**src/rtl/hsha_pkg.sv**
```systemverilog
// ----------------------------------------------------------------------------
// HMAC-SHA1 engine package
// Shared types, hash constants, controller commands and status fields.
// ----------------------------------------------------------------------------
package hsha_pkg;

    typedef struct packed {
        logic       opcode;
        logic [7:0] data_byte;
        logic       last;
    } t_in_beat;

    typedef struct packed {
        logic [31:0] digest_word;
        logic [2:0]  word_index;
        logic [1:0]  status;
        logic        final_word;
    } t_out_beat;

    localparam logic OP_KEY = 1'b0;
    localparam logic OP_MSG = 1'b1;

    localparam logic [1:0] ST_OK      = 2'd0;
    localparam logic [1:0] ST_KEY_LONG = 2'd1;
    localparam logic [1:0] ST_LEN_OVF = 2'd2;

    localparam logic [31:0] H0 = 32'h67452301;
    localparam logic [31:0] H1 = 32'hEFCDAB89;
    localparam logic [31:0] H2 = 32'h98BADCFE;
    localparam logic [31:0] H3 = 32'h10325476;
    localparam logic [31:0] H4 = 32'hC3D2E1F0;
    localparam logic [31:0] K0 = 32'h5a827999;
    localparam logic [31:0] K1 = 32'h6ed9eba1;
    localparam logic [31:0] K2 = 32'h8f1bbcdc;
    localparam logic [31:0] K3 = 32'hca62c1d6;
    localparam logic [7:0]  IPAD = 8'h36;
    localparam logic [7:0]  OPAD = 8'h5c;
    localparam logic [7:0]  PAD_BYTE = 8'h80;

    // Byte source selection for the block buffer.
    typedef enum logic [2:0] {
        SRC_IN, SRC_IPAD, SRC_OPAD, SRC_PAD, SRC_ZERO, SRC_LEN, SRC_INNER
    } t_src;

    // Controller to datapath commands.
    typedef struct packed {
        logic       init_chain;   // load initial hash values, fill position 0
        logic       put;          // write one byte into the block buffer
        t_src       src;
        logic [5:0] sel;          // key index, length byte or inner digest byte
        logic       round;        // run one compression round
        logic       round_first;  // load working variables from the chain
        logic       round_last;   // fold working variables into the chain
        logic       save_inner;   // copy the chain into the inner digest
    } t_cmd;

    // Datapath to controller status.
    typedef struct packed {
        logic [5:0] fill_pos;
    } t_dp_status;

    function automatic logic [31:0] rotl(input logic [31:0] v, input int s);
        return (v << s) | (v >> (32 - s));
    endfunction

endpackage

```
**src/rtl/hsha_datapath.sv**
```systemverilog
// ----------------------------------------------------------------------------
// HMAC-SHA1 datapath
// Key store, block buffer with message schedule, round unit and chain value.
// ----------------------------------------------------------------------------
module hsha_datapath
    import hsha_pkg::*;
(
    input  logic             i_clk,
    input  logic             i_rst_n,
    input  t_cmd             i_cmd,
    input  logic [7:0]       i_byte,
    input  logic             i_key_clear,
    input  logic             i_key_we,
    input  logic [5:0]       i_key_addr,
    input  logic [6:0]       i_round_idx,
    input  logic [63:0]      i_bitlen,
    output t_dp_status       o_status,
    output logic [4:0][31:0] o_chain
);

    logic [31:0] r_key [16];
    logic [15:0] r_key_vld;
    logic [31:0] r_w [16];
    logic [31:0] r_h [5];
    logic [31:0] r_inner [5];
    logic [31:0] r_a, r_b, r_c, r_d, r_e;
    logic [5:0]  r_fill;

    logic [15:0] n_key_vld;
    logic [31:0] key_word, key_wr, key_rd_word, w_wr;
    logic [7:0]  key_rd;
    logic [7:0]  put_val;
    logic [31:0] inner_w;
    logic [31:0] a_in, b_in, c_in, d_in, e_in;
    logic [31:0] f_val, k_val, t_val, w_new, w_cur;

    // The key is held as sixteen words; words not written since the key began read as zero.
    assign key_rd_word = r_key_vld[i_cmd.sel[5:2]] ? r_key[i_cmd.sel[5:2]] : 32'h0;
    assign key_rd      = key_rd_word[8*(3-i_cmd.sel[1:0]) +: 8];
    assign inner_w     = r_inner[i_cmd.sel[4:2]];
    assign key_word    = r_key[i_key_addr[5:2]];

    always_comb begin
        if (i_key_addr[1:0] == 2'd0) begin
            key_wr = {i_byte, 24'h0};
        end else begin
            key_wr = key_word;
            key_wr[8*(3-i_key_addr[1:0]) +: 8] = i_byte;
        end
        n_key_vld = i_key_clear ? 16'h0 : r_key_vld;
        if (i_key_we) n_key_vld[i_key_addr[5:2]] = 1'b1;
    end

    always_comb begin
        case (i_cmd.src)
            SRC_IN:    put_val = i_byte;
            SRC_IPAD:  put_val = key_rd ^ IPAD;
            SRC_OPAD:  put_val = key_rd ^ OPAD;
            SRC_PAD:   put_val = PAD_BYTE;
            SRC_LEN:   put_val = i_bitlen[8*(7-i_cmd.sel[2:0]) +: 8];
            SRC_INNER: put_val = inner_w[8*(3-i_cmd.sel[1:0]) +: 8];
            default:   put_val = 8'h00;
        endcase
        if (r_fill[1:0] == 2'd0) begin
            w_wr = {put_val, 24'h0};
        end else begin
            w_wr = r_w[r_fill[5:2]];
            w_wr[8*(3-r_fill[1:0]) +: 8] = put_val;
        end
    end

    // Rolling 16-word schedule: w[0] is the current round's word.
    assign w_new = rotl(r_w[13] ^ r_w[8] ^ r_w[2] ^ r_w[0], 1);
    assign w_cur = r_w[0];

    always_comb begin
        if (i_cmd.round_first) begin
            a_in = r_h[0]; b_in = r_h[1]; c_in = r_h[2]; d_in = r_h[3]; e_in = r_h[4];
        end else begin
            a_in = r_a; b_in = r_b; c_in = r_c; d_in = r_d; e_in = r_e;
        end
        if (i_round_idx < 7'd20) begin
            f_val = (b_in & c_in) | (~b_in & d_in); k_val = K0;
        end else if (i_round_idx < 7'd40) begin
            f_val = b_in ^ c_in ^ d_in; k_val = K1;
        end else if (i_round_idx < 7'd60) begin
            f_val = (b_in & c_in) | (b_in & d_in) | (c_in & d_in); k_val = K2;
        end else begin
            f_val = b_in ^ c_in ^ d_in; k_val = K3;
        end
        t_val = rotl(a_in, 5) + e_in + w_cur + f_val + k_val;
    end

    always_ff @(posedge i_clk) begin
        if (!i_rst_n) begin
            r_key_vld <= '0;
            r_fill    <= '0;
            r_h[0] <= H0; r_h[1] <= H1; r_h[2] <= H2; r_h[3] <= H3; r_h[4] <= H4;
        end else begin
            r_key_vld <= n_key_vld;
            if (i_key_we) r_key[i_key_addr[5:2]] <= key_wr;
            if (i_cmd.init_chain) begin
                r_fill <= '0;
                r_h[0] <= H0; r_h[1] <= H1; r_h[2] <= H2; r_h[3] <= H3; r_h[4] <= H4;
            end else if (i_cmd.put) begin
                r_w[r_fill[5:2]] <= w_wr;
                r_fill <= r_fill + 6'd1;
            end else if (i_cmd.round) begin
                for (int j = 0; j < 15; j++) r_w[j] <= r_w[j+1];
                r_w[15] <= w_new;
                r_a <= t_val; r_b <= a_in; r_c <= rotl(b_in, 30); r_d <= c_in; r_e <= d_in;
                if (i_cmd.round_last) begin
                    r_h[0] <= r_h[0] + t_val;
                    r_h[1] <= r_h[1] + a_in;
                    r_h[2] <= r_h[2] + rotl(b_in, 30);
                    r_h[3] <= r_h[3] + c_in;
                    r_h[4] <= r_h[4] + d_in;
                end
            end
            if (i_cmd.save_inner) begin
                for (int j = 0; j < 5; j++) r_inner[j] <= r_h[j];
            end
        end
    end

    assign o_status.fill_pos = r_fill;
    assign o_chain = {r_h[4], r_h[3], r_h[2], r_h[1], r_h[0]};

endmodule

```
**src/rtl/hsha_ctrl.sv**
```systemverilog
// ----------------------------------------------------------------------------
// HMAC-SHA1 controller
// Sequences key loading, byte absorption, padding, compression and output.
// ----------------------------------------------------------------------------
module hsha_ctrl
    import hsha_pkg::*;
#(
    parameter int LCB = 32
) (
    input  logic             i_clk,
    input  logic             i_rst_n,
    input  logic             i_hmac_enable,
    input  logic             i_in_valid,
    output logic             o_in_ready,
    input  t_in_beat         i_in,
    output logic             o_out_valid,
    input  logic             i_out_ready,
    output t_out_beat        o_out,
    output t_cmd             o_cmd,
    output logic [7:0]       o_byte,
    output logic             o_key_clear,
    output logic             o_key_we,
    output logic [5:0]       o_key_addr,
    output logic [6:0]       o_round_idx,
    output logic [63:0]      o_bitlen,
    input  t_dp_status       i_dp,
    input  logic [4:0][31:0] i_chain
);

    typedef enum logic [3:0] {
        S_IDLE, S_IPAD, S_ABSORB, S_PAD80, S_ZERO, S_LEN, S_COMP,
        S_OUTER, S_OPAD, S_INNER, S_OUT
    } t_state;

    localparam logic [LCB-1:0] CMAX    = {LCB{1'b1}};
    localparam logic [LCB-1:0] CNT_ONE = {{(LCB-1){1'b0}}, 1'b1};

    t_state         r_state, r_ret;
    logic           r_key_loading, r_key_ovf, r_len_ovf, r_hmac, r_inner_pass;
    logic           r_hmac_phase_active; // a message is in progress
    logic [6:0]     r_key_cnt;
    logic [LCB-1:0] r_msg_cnt;
    logic [6:0]     r_idx;
    logic [2:0]     r_oidx;
    logic [1:0]     r_stat;
    logic           r_last;
    logic [7:0]     r_byte;

    logic accept;
    logic [63:0] total;

    assign o_in_ready = (r_state == S_IDLE);
    assign accept     = i_in_valid && o_in_ready;
    assign o_byte     = accept ? i_in.data_byte : r_byte;

    assign total = r_inner_pass ? 64'd84
                 : ({{(64-LCB){1'b0}}, r_msg_cnt} + (r_hmac ? 64'd64 : 64'd0));
    assign o_bitlen    = total << 3;
    assign o_round_idx = r_idx;
    assign o_key_addr  = r_key_loading ? r_key_cnt[5:0] : 6'd0;
    assign o_key_clear = accept && i_in.opcode == OP_KEY && !r_key_loading;
    assign o_key_we    = accept && i_in.opcode == OP_KEY
                       && (!r_key_loading || r_key_cnt < 7'd64);

    assign o_out_valid         = (r_state == S_OUT);
    assign o_out.digest_word   = (r_stat != ST_OK) ? 32'h0 : i_chain[r_oidx];
    assign o_out.word_index    = r_oidx;
    assign o_out.status        = r_stat;
    assign o_out.final_word    = (r_oidx == 3'd4);

    always_comb begin
        o_cmd = '0;
        o_cmd.sel = r_idx[5:0];
        unique case (r_state)
            S_IDLE: begin
                if (accept && i_in.opcode == OP_MSG) begin
                    if (!r_hmac_phase_active) o_cmd.init_chain = 1'b1;
                    else begin o_cmd.put = 1'b1; o_cmd.src = SRC_IN; end
                end
            end
            S_ABSORB: begin o_cmd.put = 1'b1; o_cmd.src = SRC_IN; end
            S_IPAD:   begin o_cmd.put = 1'b1; o_cmd.src = SRC_IPAD; end
            S_OPAD:   begin o_cmd.put = 1'b1; o_cmd.src = SRC_OPAD; end
            S_INNER:  begin o_cmd.put = 1'b1; o_cmd.src = SRC_INNER; end
            S_PAD80:  begin o_cmd.put = 1'b1; o_cmd.src = SRC_PAD; end
            S_ZERO:   begin o_cmd.put = 1'b1; o_cmd.src = SRC_ZERO; end
            S_LEN:    begin o_cmd.put = 1'b1; o_cmd.src = SRC_LEN; end
            S_OUTER:  begin o_cmd.init_chain = 1'b1; o_cmd.save_inner = 1'b1; end
            S_COMP:   begin
                o_cmd.round       = 1'b1;
                o_cmd.round_first = (r_idx == 7'd0);
                o_cmd.round_last  = (r_idx == 7'd79);
            end
            S_OUT:    ;
            default:  ;
        endcase
    end

    always_ff @(posedge i_clk) begin
        if (!i_rst_n) begin
            r_state <= S_IDLE; r_ret <= S_IDLE;
            r_key_loading <= 1'b0; r_key_ovf <= 1'b0; r_key_cnt <= '0;
            r_len_ovf <= 1'b0; r_msg_cnt <= '0; r_hmac <= 1'b0;
            r_inner_pass <= 1'b0; r_hmac_phase_active <= 1'b0;
            r_idx <= '0; r_oidx <= '0; r_stat <= ST_OK; r_last <= 1'b0;
        end else begin
            unique case (r_state)
                S_IDLE: begin
                    if (accept) begin
                        r_byte <= i_in.data_byte;
                        r_last <= i_in.last;
                        r_idx  <= '0;
                        if (i_in.opcode == OP_KEY) begin
                            r_hmac_phase_active <= 1'b0;
                            if (!r_key_loading) begin
                                r_key_cnt <= 7'd1; r_key_ovf <= 1'b0;
                            end else if (r_key_cnt < 7'd64) begin
                                r_key_cnt <= r_key_cnt + 7'd1;
                            end else r_key_ovf <= 1'b1;
                            r_key_loading <= !i_in.last;
                        end else begin
                            r_key_loading <= 1'b0;
                            if (!r_hmac_phase_active) begin
                                r_hmac_phase_active <= 1'b1;
                                r_hmac <= i_hmac_enable;
                                r_inner_pass <= 1'b0;
                                r_msg_cnt <= CNT_ONE;
                                r_len_ovf <= 1'b0;
                                r_state <= i_hmac_enable ? S_IPAD : S_ABSORB;
                            end else begin
                                if (r_msg_cnt == CMAX) r_len_ovf <= 1'b1;
                                else r_msg_cnt <= r_msg_cnt + CNT_ONE;
                                if (i_dp.fill_pos == 6'd63) begin
                                    r_state <= S_COMP;
                                    r_ret <= i_in.last ? S_PAD80 : S_IDLE;
                                end else if (i_in.last) r_state <= S_PAD80;
                            end
                        end
                    end
                end
                S_IPAD, S_OPAD: begin
                    if (r_idx == 7'd63) begin
                        r_idx <= '0; r_state <= S_COMP;
                        r_ret <= (r_state == S_IPAD) ? S_ABSORB : S_INNER;
                    end else r_idx <= r_idx + 7'd1;
                end
                S_ABSORB: begin
                    if (i_dp.fill_pos == 6'd63) begin
                        r_state <= S_COMP;
                        r_ret <= r_last ? S_PAD80 : S_IDLE;
                    end else r_state <= r_last ? S_PAD80 : S_IDLE;
                end
                S_INNER: begin
                    if (r_idx == 7'd19) begin
                        r_idx <= '0; r_state <= S_PAD80;
                    end else r_idx <= r_idx + 7'd1;
                end
                S_PAD80: begin
                    if (i_dp.fill_pos == 6'd63) begin
                        r_state <= S_COMP; r_ret <= S_ZERO;
                    end else r_state <= (i_dp.fill_pos == 6'd55) ? S_LEN : S_ZERO;
                end
                S_ZERO: begin
                    if (i_dp.fill_pos == 6'd63) begin
                        r_state <= S_COMP; r_ret <= S_ZERO;
                    end else if (i_dp.fill_pos == 6'd55) begin
                        r_state <= S_LEN;
                    end
                end
                S_LEN: begin
                    if (r_idx == 7'd7) begin
                        r_idx <= '0; r_state <= S_COMP;
                        r_ret <= (r_hmac && !r_inner_pass) ? S_OUTER : S_OUT;
                    end else r_idx <= r_idx + 7'd1;
                end
                S_OUTER: begin
                    r_state <= S_OPAD; r_inner_pass <= 1'b1;
                end
                S_COMP: begin
                    if (r_idx == 7'd79) begin
                        r_idx <= '0;
                        r_state <= r_ret;
                        if (r_ret == S_OUT) begin
                            r_oidx <= '0;
                            r_hmac_phase_active <= 1'b0;
                            r_stat <= (r_hmac && r_key_ovf) ? ST_KEY_LONG
                                    : (r_len_ovf ? ST_LEN_OVF : ST_OK);
                        end
                    end else r_idx <= r_idx + 7'd1;
                end
                S_OUT: begin
                    if (i_out_ready) begin
                        if (r_oidx == 3'd4) begin
                            r_oidx <= '0; r_state <= S_IDLE;
                        end else r_oidx <= r_oidx + 3'd1;
                    end
                end
                default: r_state <= S_IDLE;
            endcase
        end
    end

    a_out_idx: assert property (@(posedge i_clk) disable iff (!i_rst_n)
        o_out_valid |-> r_oidx <= 3'd4)
        else $error("word index beyond digest");
    a_ready_out: assert property (@(posedge i_clk) disable iff (!i_rst_n)
        o_out_valid |-> !o_in_ready)
        else $error("input accepted during output");
    a_round_idx: assert property (@(posedge i_clk) disable iff (!i_rst_n)
        r_state == S_COMP |-> r_idx < 7'd80)
        else $error("round index overrun");

endmodule

```
**src/rtl/hmac_sha1_engine.sv**
```systemverilog
// ----------------------------------------------------------------------------
// HMAC-SHA1 engine top level
// Byte-streaming SHA-1 and HMAC-SHA1 with a 64-byte key store.
//
// Channel   Direction  Beat
// in        input      opcode, data_byte, last
// out       output     digest_word, word_index, status, final_word
// cfg       input      hmac_enable
//
// Message bytes enter the block buffer as they are accepted, the first after the chain is set up.
// Each full block is compressed before the next byte is taken. HMAC first absorbs and compresses
// the key block and ends with an outer pass; after the final byte come padding and the last compression.
// Five result beats leave at one per cycle while the consumer is ready.
// Reset is synchronous; no input beat is taken while results are pending.
// ----------------------------------------------------------------------------
module hmac_sha1_engine
    import hsha_pkg::*;
#(
    parameter int LENGTH_COUNTER_BITS = 32
) (
    input  logic      i_clk,
    input  logic      i_rst_n,
    input  logic      i_cfg_we,
    input  logic      i_cfg_data,
    input  logic      i_in_valid,
    output logic      o_in_ready,
    input  t_in_beat  i_in,
    output logic      o_out_valid,
    input  logic      i_out_ready,
    output t_out_beat o_out
);

    logic             r_hmac_enable;
    t_cmd             cmd;
    t_dp_status       dp;
    logic [7:0]       byte_val;
    logic             key_clear, key_we;
    logic [5:0]       key_addr;
    logic [6:0]       round_idx;
    logic [63:0]      bitlen;
    logic [4:0][31:0] chain;

    always_ff @(posedge i_clk) begin
        if (!i_rst_n) r_hmac_enable <= 1'b0;
        else if (i_cfg_we) r_hmac_enable <= i_cfg_data;
    end

    hsha_ctrl #(.LCB(LENGTH_COUNTER_BITS)) u_ctrl (
        .i_clk, .i_rst_n, .i_hmac_enable(r_hmac_enable),
        .i_in_valid, .o_in_ready, .i_in, .o_out_valid, .i_out_ready, .o_out,
        .o_cmd(cmd), .o_byte(byte_val), .o_key_clear(key_clear), .o_key_we(key_we),
        .o_key_addr(key_addr), .o_round_idx(round_idx), .o_bitlen(bitlen),
        .i_dp(dp), .i_chain(chain)
    );

    hsha_datapath u_dp (
        .i_clk, .i_rst_n, .i_cmd(cmd), .i_byte(byte_val), .i_key_clear(key_clear),
        .i_key_we(key_we), .i_key_addr(key_addr), .i_round_idx(round_idx),
        .i_bitlen(bitlen), .o_status(dp), .o_chain(chain)
    );

endmodule
```
**config.mk**
```make
export PLATFORM = sky130hd
export DESIGN_NAME = hmac_sha1_engine
export DESIGN_NICKNAME = d
export VERILOG_FILES = /design/src/rtl/hsha_pkg.sv /design/src/rtl/hsha_datapath.sv /design/src/rtl/hsha_ctrl.sv /design/src/rtl/hmac_sha1_engine.sv
export SDC_FILE = /design/constraint.sdc
export NUM_CORES = 2
export LEC_CHECK = 0
export BUFFER_PORTS_ARGS = -buffer_cell sky130_fd_sc_hd__buf_2
export CORE_MARGIN = 2
export CORE_UTILIZATION = 55
export CTS_CLUSTER_DIAMETER = 60
export DETAILED_ROUTE_END_ITERATION = 10
export PLACE_DENSITY = 0.78
export SETUP_SLACK_MARGIN = 0.1
export SLEW_MARGIN = 20
export SYNTH_ARGS = -nofsm -noshare
export SYNTH_HDL_FRONTEND = slang
export SYNTH_SLANG_ARGS = --single-unit
```
**constraint.sdc**
```tcl
create_clock -name i_clk -period 23.2 [get_ports i_clk]
set_input_delay 2.32 -clock i_clk [delete_from_list [all_inputs] [get_ports i_clk]]
set_output_delay 2.32 -clock i_clk [all_outputs]
set_load 0.03 [all_outputs]
```
==> reports/metrics.yaml <==
status: "completed"
synth-seq-cells: 1609
clk_latency_ns: 0.86
fmax_ghz: 0.0901
synth_nets: 6949
cp-start-kind: "flop"
worstReg2RegEnd: "u_dp.r_h[0][31]"
grt_pass1_wl_mm: 376
min_from: "u_dp.r_key_vld[10]"
critPathKind: "flop to flop"
startpoint: "u_ctrl.o_round_idx[0]"
drc: 0
ys.warnings.count: 0
place_congestion: 0.996
p_sw_share_pct: 38.7
design_area_um2: 94300
grt_max_degree: 222
yosysSeqAreaShare_pct: 55.2
arrival_ns: 11.78
area_growth_syn_to_layout_pct: 9.93
finalSetupTns_ns: 0
switchingPower_mw: 4.78
grt-ovfl-total: 0
hold_viol: 0
cts.clk_slew.worst_paths_ns: 0.06
grt_pass1_vias: 58300
drive_gt1_share_pct: 14.7
p_int_mw: 7.55
r2r_cells: 40
first_pass_iters: 8
drv_slew: 0
die_y_um: 399
hold_end: "u_dp.r_key_vld[10]"
holdBufCountCts: 0
netlist_area_um2: 85800
vias_per_cell: 6.88
post_cts_buffers: 0
r2r_slack_ns: 12.10
hold_depth: 1
io_buffers: 55
slew_headroom_pct: 18.8
start_util_pct: 55.5
multi_input_area_um2: 36400
yosysUniqueCellTypes: 94
ant_nets: 0
cap_viol_max_count: 0
setup_viol: 0
synth_area_per_cell_um2: 13.0
fp-row-count: 144
synth_ff_type: "edfxtp_1"
final_cell_mix: "edfxtp_1, nand2_1, mux4_2"
h-tree-depth: 4
p_leak_nw: 33.9
pwr-share-comb_pct: 46.3
wire_per_inst_um: 29.4
fillers: 11500
ir_worst_vdd_v: 0.000203
slowest_stage: "buf_4"
final_common_cell: "edfxtp_1"
rr_startpoint: "u_ctrl.o_round_idx[0]"
synth-edff-count: 1512
fin_nets: 6907
cp.required_ns: 23.88
tritoncts: "yes"
io_pins: 56
first_iter_violations: 9048
dpl.hpwl_mm: 164
worstSetupEndpointType: "flop"
die_w_um: 399
dieArea_um2: 159000
antenna_found_initial: 20
skew_ns: 0.0541
fin_crit_sh_pct: 47.8
coreArea_um2: 155000
numCtsBuffers: 171
root_buffer: "clkbuf_16"
regArea_um2: 47400
drt-total-wl_mm: 257
power_frac_clock_pct: 23.3
p_per_area_nw_per_um2: 131
rsz0062_at_grt: "no"
worst_pin_slew_ns: 1.22
cpPeakStageDelay_ns: 0.72
fin_crit_ns: 11.10
postPlaceCellArea_um2: 88400
cts_sinks: 1609
p_seq_share_pct: 30.3
cts_buffer_depth: 3
post_cts_resized: 0
grt_usage_pct: 32.0
cp_max_fo: 54
syn-instance-count: 6601
synth-async-reset-ratio_pct: 0
vias: 60300
min_path_type: "flop to flop"
## state kept, by name (all words and copies together), names as in the netlist, 4 cells and up, named ones only
name                flops
u_ctrl.r_state          4
u_dp.r_d               32
u_dp.r_w              512
u_dp.r_e               32
u_dp.r_inner          160
u_dp.o_status           6
u_dp.r_a               32
u_ctrl.r_msg_cnt       32
u_dp.r_c               32
u_dp.r_h              160
u_dp.r_b               32
u_ctrl.r_key_cnt        7
u_ctrl.o_round_idx      7
u_dp.r_key            512
u_dp.r_key_vld         16
u_ctrl.r_byte           8
u_ctrl.r_ret            4
## kinds of logic after synthesis
| family | after synthesis | share of synthesized area (%) |
|---|---|---|
| simple gates | 1651 | 8.40 |
| flops | 1609 | 55.2 |
| compound gates | 1516 | 11.9 |
| fa+ha+maj | 334 | 5.89 |
| xor+xnor | 323 | 3.30 |
| buf+inv | 635 | 3.01 |
| mux | 533 | 12.4 |
## per-stage QoR
| step | std cells | worst slack [ns] | power [mW] | utilization [%] | hold slack, ns |
|---|---|---|---|---|---|
| floorplan | 6601 | 13.34 | 7.98 | - | 0.421 |
| global placement | 8430 | 12.43 | 9.22 | 57.2 | 0.435 |
| detailed placement | 8430 | 12.27 | 9.33 | 57.2 | 0.441 |
| CTS | 8749 | 12.24 | 12.2 | 61.0 | 0.456 |
| global route | 8751 | 11.54 | 13.0 | 61.0 | 0.471 |
| finish | 8754 | 12.10 | 12.3 | 61.0 | 0.462 |
## worst max-delay path by stage
| stage | endpoint | slack, ns | cells past startpoint |
|---|---|---|---|
| 4_1_cts | u_dp.r_h[0][31] | 12.24 | 40 |
| 3_5_place_dp | u_dp.r_h[0][31] | 12.27 | 40 |
| 5_1_grt | u_dp.r_h[0][31] | 11.54 | 38 |
| 6_report | u_dp.r_h[0][31] | 12.10 | 40 |
| 2_1_floorplan | u_dp.r_h[0][31] | 13.34 | 43 |
| 3_3_place_gp | u_dp.r_h[0][31] | 12.43 | 40 |
## Yosys cell counts, drive strengths merged (117+ instances only)
library cell,number,share of area [%]
xor2,136,1.4
a21oi,239,1.4
nand2,851,3.7
a21o,353,3.1
ha,215,3.1
clkbuf,268,1.2
o21ai,257,1.5
mux4,422,11
o22ai,207,1.5
edfxtp,1512,53
fa,117,2.7
xnor2,187,1.9
inv,252,1.1
nor2,363,1.6
## critical path, delay by kind of cell (launching register included)
kind                       cells  cell delay, ns
DFF                            1            0.31
muxes                          1            0.11
AOI/OAI and AO/OA             18            4.19
and+or+nand+nor                9            2.28
adders and majority gates      5            1.78
buffers and inverters          5            1.95
xor gates and xnor gates       2            0.25
## routing by layer
layer | up-vias | part of all wire, % | global-route usage [%]
li1 | 25100 | - | -
met1 | 29900 | 37 | 43.7
met2 | 4376 | 44 | 47.4
met3 | 833 | 13 | 9.09
met4 | 24 | 5.4 | 15.4
met5 | - | 0.062 | 0
## power by group through the flow
stage	logic [mW]	registers, mW	clock network, mW
after global placement	5.44	3.79	0
after CTS	5.59	3.73	2.89
final	5.71	3.74	2.88
after detailed placement	5.54	3.79	0
after global routing	6.21	3.75	2.99
after floorplan	4.24	3.74	0
## cell type report
| cell class | count | area share, % |
|---|---|---|
| diodes | 5 | 0.0133 |
| clock buffers | 221 | 4.85 |
| clock inverters | 98 | 1.40 |
| inverters | 255 | 1.02 |
| multi-input cells | 4357 | 38.6 |
| flip-flops and latches | 1609 | 50.2 |
| well taps | 2044 | 2.71 |
| repair buffers | 165 | 1.22 |
No activity file was read; power rests on OpenSTA's default activity.
